$ cat config.mk
export PLATFORM = sky130hd
export DESIGN_NAME = sign_magnitude_restoring_divider
export DESIGN_NICKNAME = d
export VERILOG_FILES = /design/src/smd_pkg.sv /design/src/smd_core.sv /design/src/sign_magnitude_restoring_divider.sv
export SDC_FILE = /design/constraint.sdc
export NUM_CORES = 1
export LEC_CHECK = 0
export ABC_CLOCK_PERIOD_IN_PS = 4200
export BUFFER_PORTS_ARGS = -buffer_cell sky130_fd_sc_hd__buf_4
export CAP_MARGIN = 20
export CORE_MARGIN = 4
export CORE_UTILIZATION = 32
export DETAILED_ROUTE_END_ITERATION = 8
export GPL_ROUTABILITY_DRIVEN = 0
export PLACE_DENSITY = 0.59
export SLEW_MARGIN = 40
export SYNTH_ARGS = -nofsm -noshare
export SYNTH_HDL_FRONTEND = slang
export SYNTH_SLANG_ARGS = --single-unit
$ cat constraint.sdc
create_clock -name aclk -period 4.2 [get_ports aclk]
set_input_delay 0.84 -clock aclk [delete_from_list [all_inputs] [get_ports aclk]]
set_output_delay 0.84 -clock aclk [all_outputs]
set_load 0.05 [all_outputs]
$ cat src/smd_pkg.sv
// Shared types and constants for the sign-magnitude restoring divider.
package smd_pkg;

    // Width of the magnitude fields on the block's ports.
    localparam int FIELD_W = 64;

    // Default operand width used by the arithmetic.
    localparam int DEFAULT_WIDTH = 64;

    // Sequencer states of the iterative divide unit.
    typedef enum logic [1:0] {
        ST_IDLE,
        ST_RUN,
        ST_DONE
    } smd_state_t;

    // Controls from the top level to the divide unit.
    typedef struct packed {
        logic start;
        logic take;
    } smd_ctrl_t;

    // Status from the divide unit to the top level.
    typedef struct packed {
        logic idle;
        logic done;
    } smd_stat_t;

endpackage

$ cat src/smd_core.sv
// Iterative restoring divide unit producing one quotient bit per cycle.
module smd_core
    import smd_pkg::*;
#(
    parameter int WIDTH = DEFAULT_WIDTH
) (
    input  logic             aclk,
    input  logic             aresetn,
    input  smd_ctrl_t        ctrl,
    output smd_stat_t        stat,
    input  logic [WIDTH-1:0] dividend,
    input  logic             dividend_neg,
    input  logic [WIDTH-1:0] divisor,
    input  logic             divisor_neg,
    output logic [WIDTH-1:0] quotient,
    output logic             quotient_neg,
    output logic             divide_by_zero
);

    localparam int CNT_W = (WIDTH > 1) ? $clog2(WIDTH) : 1;

    smd_state_t       state_reg, state_next;
    logic [CNT_W-1:0] cnt_reg, cnt_next;
    logic [WIDTH-1:0] rem_reg, rem_next;
    logic [WIDTH-1:0] quo_reg, quo_next;
    logic [WIDTH-1:0] div_reg, div_next;
    logic             sign_reg, sign_next;
    logic             dz_reg, dz_next;

    logic             load_en;
    logic             step_en;
    logic [WIDTH:0]   rem_shift;
    logic [WIDTH:0]   rem_diff;
    logic             fits;

    // Next state of the sequencer.
    always_comb begin
        state_next = state_reg;
        case (state_reg)
            ST_IDLE: begin
                if (ctrl.start) begin
                    state_next = ST_RUN;
                end
            end
            ST_RUN: begin
                if (cnt_reg == '0) begin
                    state_next = ST_DONE;
                end
            end
            ST_DONE: begin
                if (ctrl.take) begin
                    state_next = ST_IDLE;
                end
            end
            default: begin
                state_next = ST_IDLE;
            end
        endcase
    end

    // Sequencer outputs.
    always_comb begin
        stat.idle = (state_reg == ST_IDLE);
        stat.done = (state_reg == ST_DONE);
        load_en   = (state_reg == ST_IDLE) && ctrl.start;
        step_en   = (state_reg == ST_RUN);
    end

    // One restoring step: shift in the next dividend bit and try the subtract.
    always_comb begin
        rem_shift = {rem_reg, quo_reg[WIDTH-1]};
        rem_diff  = rem_shift - {1'b0, div_reg};
        fits      = !rem_diff[WIDTH];
    end

    // Datapath next values.
    always_comb begin
        cnt_next  = cnt_reg;
        rem_next  = rem_reg;
        quo_next  = quo_reg;
        div_next  = div_reg;
        sign_next = sign_reg;
        dz_next   = dz_reg;
        if (load_en) begin
            cnt_next  = CNT_W'(WIDTH - 1);
            rem_next  = '0;
            quo_next  = dividend;
            div_next  = divisor;
            sign_next = dividend_neg ^ divisor_neg;
            dz_next   = (divisor == '0);
        end else if (step_en) begin
            cnt_next = cnt_reg - CNT_W'(1);
            rem_next = fits ? rem_diff[WIDTH-1:0] : rem_shift[WIDTH-1:0];
            quo_next = {quo_reg[WIDTH-2:0], fits};
        end
    end

    // Control registers.
    always_ff @(posedge aclk) begin
        if (!aresetn) begin
            state_reg <= ST_IDLE;
        end else begin
            state_reg <= state_next;
        end
    end

    // Datapath registers.
    always_ff @(posedge aclk) begin
        cnt_reg  <= cnt_next;
        rem_reg  <= rem_next;
        quo_reg  <= quo_next;
        div_reg  <= div_next;
        sign_reg <= sign_next;
        dz_reg   <= dz_next;
    end

    // A zero divisor forces a plus zero; a zero quotient is always plus.
    always_comb begin
        quotient       = dz_reg ? '0 : quo_reg;
        quotient_neg   = !dz_reg && sign_reg && (quo_reg != '0);
        divide_by_zero = dz_reg;
    end

endmodule

$ cat src/sign_magnitude_restoring_divider.sv
// Top level of the sign-magnitude restoring divider with its output register.
//
// The block divides two sign-magnitude integers and returns the truncated
// quotient of the magnitudes with its sign. Only the low WIDTH bits of each
// magnitude take part. An item enters on the s_ channel and its result leaves
// on the m_ channel; both use valid and ready.
// A nonzero quotient takes the XOR of the signs, a zero quotient is plus, and
// a zero divisor raises m_divide_by_zero with a plus zero quotient.
// The result passes from the divide unit's run and done states into the output
// register. The divide unit makes one quotient bit per cycle in a shared
// subtractor and works on one item at a time.
// A finished result waits in the output register while the divide unit
// accepts and works on the next item. If the receiver stalls, the unit holds
// its finished result until the output register frees up, and s_ready stays
// low meanwhile.
// Reset is synchronous and active low; it empties the output register and
// returns the divide unit to idle.
module sign_magnitude_restoring_divider
    import smd_pkg::*;
#(
    parameter int WIDTH = DEFAULT_WIDTH
) (
    input  logic               aclk,
    input  logic               aresetn,
    input  logic               s_valid,
    output logic               s_ready,
    input  logic [FIELD_W-1:0] s_dividend_mag,
    input  logic               s_dividend_neg,
    input  logic [FIELD_W-1:0] s_divisor_mag,
    input  logic               s_divisor_neg,
    output logic               m_valid,
    input  logic               m_ready,
    output logic [FIELD_W-1:0] m_quotient_mag,
    output logic               m_quotient_neg,
    output logic               m_divide_by_zero
);

    smd_ctrl_t          ctrl;
    smd_stat_t          stat;
    logic [WIDTH-1:0]   core_quotient;
    logic               core_neg;
    logic               core_dz;

    logic               m_valid_reg, m_valid_next;
    logic [FIELD_W-1:0] m_quotient_mag_reg;
    logic               m_quotient_neg_reg;
    logic               m_divide_by_zero_reg;

    // Handshake with the divide unit.
    always_comb begin
        s_ready    = stat.idle;
        ctrl.start = s_valid && stat.idle;
        ctrl.take  = stat.done && (!m_valid_reg || m_ready);
    end

    smd_core #(
        .WIDTH(WIDTH)
    ) u_core (
        .aclk           (aclk),
        .aresetn        (aresetn),
        .ctrl           (ctrl),
        .stat           (stat),
        .dividend       (s_dividend_mag[WIDTH-1:0]),
        .dividend_neg   (s_dividend_neg),
        .divisor        (s_divisor_mag[WIDTH-1:0]),
        .divisor_neg    (s_divisor_neg),
        .quotient       (core_quotient),
        .quotient_neg   (core_neg),
        .divide_by_zero (core_dz)
    );

    // Output register valid flag.
    always_comb begin
        m_valid_next = m_valid_reg;
        if (ctrl.take) begin
            m_valid_next = 1'b1;
        end else if (m_ready) begin
            m_valid_next = 1'b0;
        end
    end

    always_ff @(posedge aclk) begin
        if (!aresetn) begin
            m_valid_reg <= 1'b0;
        end else begin
            m_valid_reg <= m_valid_next;
        end
    end

    // Output register payload, loaded when a finished result moves over.
    always_ff @(posedge aclk) begin
        if (ctrl.take) begin
            m_quotient_mag_reg   <= FIELD_W'(core_quotient);
            m_quotient_neg_reg   <= core_neg;
            m_divide_by_zero_reg <= core_dz;
        end
    end

    assign m_valid          = m_valid_reg;
    assign m_quotient_mag   = m_quotient_mag_reg;
    assign m_quotient_neg   = m_quotient_neg_reg;
    assign m_divide_by_zero = m_divide_by_zero_reg;

endmodule
==> results of run 1 <==
## worst max-delay path, cell delays in order (launching register included)
cell       delay [ns]
edfxtp_1         0.42
inv_1            0.08
ha_1             0.21
fa_1             0.40
nand2b_1         0.18
a21o_1           0.19
a2111oi_4        0.36
o2111ai_1        0.18
a31o_2           0.29
nand2_2          0.14
a31oi_4          0.14
xnor2_2          0.19
buf_4            0.38
mux2i_1          0.23
o21ai_0          0.09
## cell usage after synthesis (all sizes together), types with 9 or more instances
master and number:
a21o 29, a21oi 140, a31oi 9, and2 9, buf 18, clkbuf 49
dfxtp 73, edfxtp 196, ha 66, inv 84, nand2 307, nand2b 9
nand3 15, nand4 26, nor2 80, nor2b 70, nor3 13, nor4 37
o21ai 98, o21bai 19, xnor2 34, xor2 33
## metrics by stage
stage,utilization,cells
global placement,0.373,2242
global route,0.397,2299
CTS,0.397,2299
finish,0.397,2299
floorplan,-,1500
detailed placement,0.373,2242
## cell type report
type                    instances  area (µm²)  area share
well taps                     592         741      0.0422
clock buffers                  40         810      0.0461
clock inverters                17         246      0.0140
flip-flops and latches        269        7350       0.419
multi-input cells            1079        6440       0.367
repair buffers                217        1650      0.0942
inverters                      85         322      0.0183
## path summary, 6_finish.rpt
kind	start	end	cells after the start
max reg2reg	u_core.quo_reg[63]$_DFFE_PP_	u_core.rem_reg[17]$_SDFFE_PP0P_	14
max	u_core.quo_reg[63]$_DFFE_PP_	u_core.rem_reg[17]$_SDFFE_PP0P_	14
min reg2reg	u_core.rem_reg[27]$_SDFFE_PP0P_	u_core.rem_reg[27]$_SDFFE_PP0P_	2
min	s_divisor_mag[55]	u_core.div_reg[55]$_DFFE_PP_	1
## cell families (layout without fill, tap and decap cells)
group                      count (synthesis)  count (layout)  synth area share
and+or+nand+nor                          585             585             0.187
AOI/OAI and AO/OA                        352             352             0.153
DFF                                      269             269             0.512
buffers and inverters                    152             359            0.0426
adders and majority gates                 67              67            0.0590
xor gates and xnor gates                  67              67            0.0414
muxes                                      8               8           0.00558
## layer usage
layer,up-vias,share of wire
met3,48,0.065
met1,5363,0.45
met4,0,0.018
li1,5669,-
met2,365,0.47
met5,-,0
## power groups by stage
stage / logic, mW / registers [mW] / clock network (mW)
5_1_grt: 4.83 / 3.72 / 3.01
3_3_place_gp: 4.22 / 3.71 / 0
4_1_cts: 4.29 / 3.67 / 2.90
3_5_place_dp: 4.26 / 3.72 / 0
6_report: 4.31 / 3.67 / 2.82
2_1_floorplan: 3.35 / 3.60 / 0
==> flow_metrics.py, run 1 <==
metrics = {
    "worst_setup_path": {
        "arrival_ns": 4.05,
        "cp-start-kind": "register",
        "timing_worst_setup_path_type": "reg2reg",
        "crit_required_ns": 4.62,
        "cp-end-kind": "register",
        "reg2reg_slack_ns": 0.57,
        "path_max_fanout": 19,
    },
    "cts": {
        "cts_root_buf": "clkbuf_16",
        "htree_levels": 1,
        "clockBufferDepth": 3,
        "cts_tree": "yes",
        "post_cts.repair.setup_buffers": 0,
        "clock_latency_ns": 0.57,
        "cts_sinks": 269,
        "cts_resized": 0,
        "postCtsHoldBufs": 0,
        "cts_inserted_buffers": 31,
        "clk_pin_slew_worst_paths_ns": 0.06,
    },
    "floorplanning": {
        "start_util": 0.324,
        "ios": 202,
        "die_area_um2": 48300,
        "die_x_um": 220,
        "rows": 77,
        "core-area_um2": 44200,
        "dieHeight_um": 220,
    },
    "yosys": {
        "synth_edf_count": 196,
        "synth_top_area_cell": "edfxtp_1",
        "synth_top_area_frac": 0.410,
        "syn_inst": 1500,
        "postSynth.asyncResetShare": 0,
        "ys_ff_latch": 269,
        "ys_warn_count": 0,
        "netlist_area_um2": 14300,
        "ys_top_cells_by_area": "edfxtp_1 (41%), dfxtp_1 (10%), nand2_1 (8.0%)",
        "syn-num-nets": 1701,
        "ys.flop_type": "edfxtp_1",
        "ys_types": 74,
        "yosysSeqAreaShare": 0.512,
        "synth.avg_cell_area_um2": 9.56,
    },
    "timing": {
        "fin_crit_ns": 3.63,
        "fmax_mhz": 276,
        "holdWs_ns": 0.454,
        "slew_violations": 0,
        "setup_tns_ns": 0,
        "max_slew.worst_pin.slew_ns": 0.786,
        "finalWorstSetupSlack_ns": 0.571,
        "hold_viol": 0,
        "setup_viol": 0,
        "clock_skew_ns": 0.00962,
        "max-slew-margin-rel": 0.471,
        "rsz0062_at_grt": "false",
        "timing.final.crit_share": 0.864,
    },
    "run_status": {
        "status": "complete, no violations",
    },
    "detailed_routing": {
        "wire_per_inst_um": 17.1,
        "drt_wl_total_um": 39300,
        "drc": 0,
        "drt_first_pass_iters": 7,
        "drt.antenna.violating_nets": 0,
        "drt_iter0_drc": 771,
        "detail_route.vias_per_cell": 4.98,
        "via_count": 11445,
    },
    "worst_hold_path": {
        "hold_path.class": "in2reg",
    },
    "global_route": {
        "grt_pass1_vias": 11158,
        "grt_util_met1": 0.212,
        "use_met2": 0.267,
        "grt_max_degree": 80,
        "gr-max-usage-layer": "met2",
        "grt_pass1_wl_um": 61200,
        "grt_use_met3": 0.0254,
        "grt-ovfl-total": 0,
        "antenna_found_initial": 0,
        "grtUsageTotal": 0.157,
    },
    "finish": {
        "mostFrequentLayoutCell": "nand2_1",
        "final_area_um2": 17600,
        "num_antenna_cells": 0,
        "drive_above_1_share": 0.173,
        "final_cell_mix": "nand2_1 (305), buf_4 (213), edfxtp_1 (196)",
        "syn_to_final_growth_pct": 22.4,
        "fillers": 4407,
        "fin_nets": 1884,
    },
    "power_and_ir_drop": {
        "p_comb_frac": 0.399,
        "seq_power_share": 0.340,
        "p_sw_mw": 4.03,
        "clock_power_share": 0.261,
        "leakage_nw": 7.28,
        "p_sw_frac": 0.373,
        "power_density_nw_per_um2": 615,
        "vdd_drop_max_v": 0.000518,
        "intPower_mw": 6.77,
        "p_total_mw": 10.8,
    },
    "placement": {
        "dpl-instance-area_um2": 16500,
        "dp_slack_ns": 0.589,
        "dp_hpwl_um": 28700,
        "port_buffers": 201,
    },
    "job": {
        "maxCapViolCount": 0,
    },
}
Power figures use the tool's default switching activity.
==> run 2: changes to the inputs <==
--- a/config.mk
+++ b/config.mk
@@ -13,6 +13,7 @@
 export DETAILED_ROUTE_END_ITERATION = 8
 export GPL_ROUTABILITY_DRIVEN = 0
 export PLACE_DENSITY = 0.59
+export REMOVE_ABC_BUFFERS = 1
 export SLEW_MARGIN = 40
 export SYNTH_ARGS = -nofsm -noshare
 export SYNTH_HDL_FRONTEND = slang
==> flow_metrics.py, run 2 (synthesis gave the netlist of run 1 again) <==
metrics = {
    "finish": {
        "utilization": 0.399,
        "num_antenna_cells": 0,
        "final_area_um2": 17600,
        "drive_above_1_share": 0.175,
        "mostFrequentLayoutCell": "nand2_1",
        "final_cell_mix": "nand2_1 (305), buf_4 (214), edfxtp_1 (196)",
        "syn_to_final_growth_pct": 22.9,
        "fin_nets": 1889,
    },
    "worst_hold_path": {
        "hold_path.class": "reg2reg",
        "min_from": "u_core.rem_reg[23]$_SDFFE_PP0P_",
    },
    "cts": {
        "cts_inserted_buffers": 35,
        "cts_tree": "yes",
        "clockBufferDepth": 3,
        "clock_latency_ns": 0.54,
        "cts_sinks": 269,
        "cts_resized": 0,
        "postCtsHoldBufs": 0,
        "cts_root_buf": "clkbuf_16",
        "clk_pin_slew_worst_paths_ns": 0.06,
        "post_cts.repair.setup_buffers": 0,
        "htree_levels": 2,
    },
    "worst_setup_path": {
        "path_max_fanout": 9,
        "r2r-start": "u_core.quo_reg[63]$_DFFE_PP_",
        "arrival_ns": 4.22,
        "cp-end-kind": "register",
        "slowest_stage": "fa_1",
        "cpPeakStageDelay_ns": 0.39,
        "crit_required_ns": 4.66,
        "crit_top_cell": "buf_4",
        "crit_start": "u_core.quo_reg[63]$_DFFE_PP_",
        "cp-start-kind": "register",
        "cp_top_family": "compound AO/OA/AOI/OAI gates",
        "path_cells": "inv_1, ha_1, fa_1, nand2b_1, a21o_1, a2111oi_4, o2111ai_1, a31o_2, nand2_2, a31oi_4, xnor2_2, buf_4, buf_4, and3_1, mux2i_1, nand2_1",
        "timing_worst_setup_path_type": "reg2reg",
        "critical_path_buf_inv_count": 3,
    },
    "detailed_routing": {
        "detail_route.vias_per_cell": 4.97,
        "drt_first_pass_iters": 5,
        "via_count": 11444,
        "drt_wl_total_um": 40900,
        "wire_per_inst_um": 17.8,
        "drt.antenna.violating_nets": 0,
        "drc": 0,
        "drt_iter0_drc": 735,
    },
    "floorplanning": {
        "ios": 202,
        "start_util": 0.324,
        "core-area_um2": 44200,
        "die_area_um2": 48300,
        "dieHeight_um": 220,
        "die_x_um": 220,
        "rows": 77,
    },
    "power_and_ir_drop": {
        "power_density_nw_per_um2": 620,
        "leakage_nw": 7.31,
        "vdd_drop_max_v": 0.000501,
    },
    "placement": {
        "port_buffers": 201,
        "dpl-instance-area_um2": 16500,
        "dp_hpwl_um": 29600,
    },
    "run_status": {
        "status": "complete, no violations",
    },
    "timing": {
        "fmax_mhz": 265,
        "max-slew-margin-rel": 0.457,
        "clock_skew_ns": 0.0291,
        "max_slew.worst_pin.slew_ns": 0.806,
        "rsz0062_at_grt": "false",
        "hold_viol": 0,
        "setup_viol": 0,
        "timing.final.crit_share": 0.897,
        "fin_crit_ns": 3.77,
        "slew_violations": 0,
    },
    "job": {
        "maxCapViolCount": 0,
    },
    "global_route": {
        "grt-ovfl-total": 0,
        "grt_max_degree": 80,
        "grtUsageTotal": 0.168,
        "antenna_found_initial": 4,
        "grt_pass1_wl_um": 64100,
        "grt_pass1_vias": 11559,
    },
}
==> run 2: cell count changes in the layout (fill, tap and decap cells not counted), sizes merged <==
cell / before / now
bufinv: 6 / 2
clkinvlp: 0 / 1
clkbuf: 40 / 53
buf: 217 / 218
inv: 88 / 86
clkinv: 8 / 4
==> run 2: stage by stage <==
stage	setup WS [ns]	instances	power (mW)	hold slack, ns	TNS, ns
floorplan	-5.39	1433	6.83	0.443	-760.18
global placement	0.551	2243	7.96	0.456	0
detailed placement	0.494	2243	8.01	0.461	0
CTS	0.408	2304	11.0	0.450	0
global route	0.187	2304	11.7	0.466	0
finish	0.431	2304	10.9	0.464	0
==> run 2: where the power goes <==
part | switching (mW) | total, mW | internal (mW)
clock network | 1.15 | 2.94 | 1.79
registers | 0.352 | 3.68 | 3.33
logic | 2.56 | 4.30 | 1.74
total | 4.06 | 10.9 | 6.86
==> run 2: layout make-up <==
class,count,area (µm²)
fill,4397,26600
sequential,269,7350
multi-input combinational,1079,6440
timing repair buffer,218,1660
clock buffer,53,1020
tap,592,741
inverter,85,322
clock inverter,8,106
==> run 2: worst register-to-register path, delay by kind of cell, from the launching register on <==
family | cells | cell delay, ns
AOI/OAI and AO/OA | 5 | 1.25
adders and majority gates | 2 | 0.59
buffers and inverters | 3 | 0.53
and+or+nand+nor | 4 | 0.52
DFF | 1 | 0.37
xor gates and xnor gates | 1 | 0.36
muxes | 1 | 0.06
==> run 2: path summary, 6_finish.rpt <==
check / cells after the start / to / slack [ns]
setup / recovery: 16 / u_core.rem_reg[51]$_SDFFE_PP0P_ / 0.43
hold / removal: 2 / u_core.rem_reg[23]$_SDFFE_PP0P_ / 0.46
setup reg to reg: 16 / u_core.rem_reg[51]$_SDFFE_PP0P_ / 0.43
hold reg to reg: 2 / u_core.rem_reg[23]$_SDFFE_PP0P_ / 0.46
==> run 2: routing by layer <==
layer | up-vias | share of wire | global-route usage
met5 | - | 0.0013 | 0
met4 | 8 | 0.022 | 0.0452
met3 | 65 | 0.085 | 0.0579
met2 | 293 | 0.46 | 0.273
met1 | 5406 | 0.43 | 0.214
li1 | 5672 | - | -
==> run 3: changes to the inputs <==
==> constraint.sdc (replaced) <==
create_clock -name aclk -period 4.2 [get_ports aclk]
set_input_delay 0 -clock aclk [delete_from_list [all_inputs] [get_ports aclk]]
set_output_delay 0 -clock aclk [all_outputs]
set_load 0.05 [all_outputs]
==> flow_metrics.py, run 3 (synthesis gave the netlist of run 1 again) <==
metrics = {
    "cts": {
        "clk_pin_slew_worst_paths_ns": 0.06,
        "cts_resized": 0,
        "cts_sinks": 269,
        "cts_root_buf": "clkbuf_16",
        "cts_inserted_buffers": 35,
        "clock_latency_ns": 0.55,
        "clockBufferDepth": 3,
        "post_cts.repair.setup_buffers": 0,
        "cts_tree": "yes",
        "postCtsHoldBufs": 132,
        "htree_levels": 2,
    },
    "power_and_ir_drop": {
        "leakage_nw": 7.88,
        "p_comb_frac": 0.401,
        "vdd_drop_max_v": 0.000393,
        "clock_power_share": 0.267,
        "p_total_mw": 11.1,
        "power_density_nw_per_um2": 585,
        "seq_power_share": 0.332,
        "p_sw_mw": 4.16,
        "intPower_mw": 6.94,
        "p_sw_frac": 0.375,
    },
    "timing": {
        "slew_violations": 0,
        "max_slew.worst_pin.slew_ns": 0.908,
        "max-slew-margin-rel": 0.389,
        "hold_viol": 0,
        "rsz0062_at_grt": "false",
        "fmax_mhz": 264,
        "timing.final.crit_share": 0.903,
        "setup_tns_ns": 0,
        "clock_skew_ns": 0.0338,
        "fin_crit_ns": 3.79,
        "setup_viol": 0,
    },
    "job": {
        "maxCapViolCount": 0,
    },
    "finish": {
        "syn_to_final_growth_pct": 32.2,
        "fin_nets": 2019,
        "multi_input_area_um2": 6440,
        "final_cell_mix": "nand2_1 (305), buf_4 (212), edfxtp_1 (196)",
        "mostFrequentLayoutCell": "nand2_1",
        "drive_above_1_share": 0.165,
        "final_area_um2": 19000,
        "fillers": 4251,
        "seq_area_um2": 7350,
    },
    "worst_setup_path": {
        "cp-end-kind": "register",
        "cp_top_family": "compound AO/OA/AOI/OAI gates",
        "cpPeakStageDelay_ns": 0.41,
        "crit_top_cell": "buf_4",
        "timing_worst_setup_path_type": "reg2reg",
        "crit_required_ns": 4.66,
        "slowest_stage": "fa_1",
        "path_max_fanout": 9,
        "path_cells": "inv_1, ha_1, fa_1, nand2b_1, a21o_1, a2111oi_4, o2111ai_1, a31o_2, nand2_2, a31oi_4, xnor2_2, buf_4, buf_4, and3_1, mux2i_1, nand2_1",
        "critical_path_buf_inv_count": 3,
        "arrival_ns": 4.25,
        "cp-start-kind": "register",
    },
    "detailed_routing": {
        "drc": 0,
        "routedLengthMet1_um": 18200,
        "drt_iter0_drc": 737,
        "drt_first_pass_iters": 5,
        "wire_per_inst_um": 17.6,
        "wl_met2_um": 20400,
        "drt.antenna.violating_nets": 0,
        "drt_wl_total_um": 42800,
        "via_count": 12107,
        "dr.max_layer_used": "met5",
        "detail_route.vias_per_cell": 4.97,
        "route.met3.wl_um": 3280,
    },
    "global_route": {
        "antenna_found_initial": 4,
        "grt_max_degree": 80,
        "grt_pass1_wl_um": 67800,
        "grt_pass1_vias": 12495,
        "grtUsageTotal": 0.176,
        "grt-ovfl-total": 0,
    },
    "floorplanning": {
        "dieHeight_um": 220,
        "core-area_um2": 44200,
        "die_area_um2": 48300,
        "ios": 202,
        "rows": 77,
        "die_x_um": 220,
        "start_util": 0.324,
    },
    "run_status": {
        "status": "complete, no violations",
    },
    "worst_hold_path": {
        "hold_path.class": "in2reg",
    },
    "placement": {
        "port_buffers": 201,
        "dpl-instance-area_um2": 16500,
        "dp_hpwl_um": 30000,
    },
}
==> run 3: stage by stage <==
stage	cells	worst slack, ns	hold WS, ns	util
4_1_cts	2437	0.400	0.0465	0.429
6_report	2438	0.409	0.0458	0.429
5_1_grt	2438	0.185	0.0716	0.429
3_3_place_gp	2241	0.546	0.190	0.373
2_1_floorplan	1433	-5.19	0.0989	-
3_5_place_dp	2241	0.469	0.190	0.373
==> run 3: path summary, 6_finish.rpt <==
path | startpoint | endpoint | slack [ns] | depth (start not counted)
setup / recovery | u_core.quo_reg[63]$_DFFE_PP_ | u_core.rem_reg[51]$_SDFFE_PP0P_ | 0.41 | 16
hold / removal | s_valid | u_core.cnt_reg[0]$_SDFFE_PP1P_ | 0.05 | 4
setup reg to reg | u_core.quo_reg[63]$_DFFE_PP_ | u_core.rem_reg[51]$_SDFFE_PP0P_ | 0.41 | 16
hold reg to reg | u_core.rem_reg[14]$_SDFFE_PP0P_ | u_core.rem_reg[14]$_SDFFE_PP0P_ | 0.47 | 2
==> run 3: per-layer routing <==
metal	vias to the layer above	track usage
met4	6	0.0419
met1	5750	0.221
met2	351	0.296
met5	-	0
met3	55	0.0583
li1	5945	-
==> run 3: power groups by stage <==
stage | combinational [mW] | clock, mW | sequential [mW]
6_report | 4.45 | 2.96 | 3.68
5_1_grt | 4.98 | 3.17 | 3.73
4_1_cts | 4.43 | 3.06 | 3.68
3_5_place_dp | 4.31 | 0 | 3.73
3_3_place_gp | 4.25 | 0 | 3.72
2_1_floorplan | 3.22 | 0 | 3.61
==> run 3: area by class of cell <==
type,count,area share
multi-input cells,1079,0.340
flip-flops and latches,269,0.387
well taps,592,0.0391
clock buffers,48,0.0521
inverters,85,0.0170
diodes,1,0.000132
repair buffers,348,0.157
clock inverters,16,0.00785
==> run 3: worst register-to-register path: cells and delay by family (launching register included) <==
kind	cells	cell delay, ns
AOI/OAI and AO/OA	5	1.25
xor gates and xnor gates	1	0.34
adders and majority gates	2	0.62
buffers and inverters	3	0.54
DFF	1	0.38
muxes	1	0.06
and+or+nand+nor	4	0.53
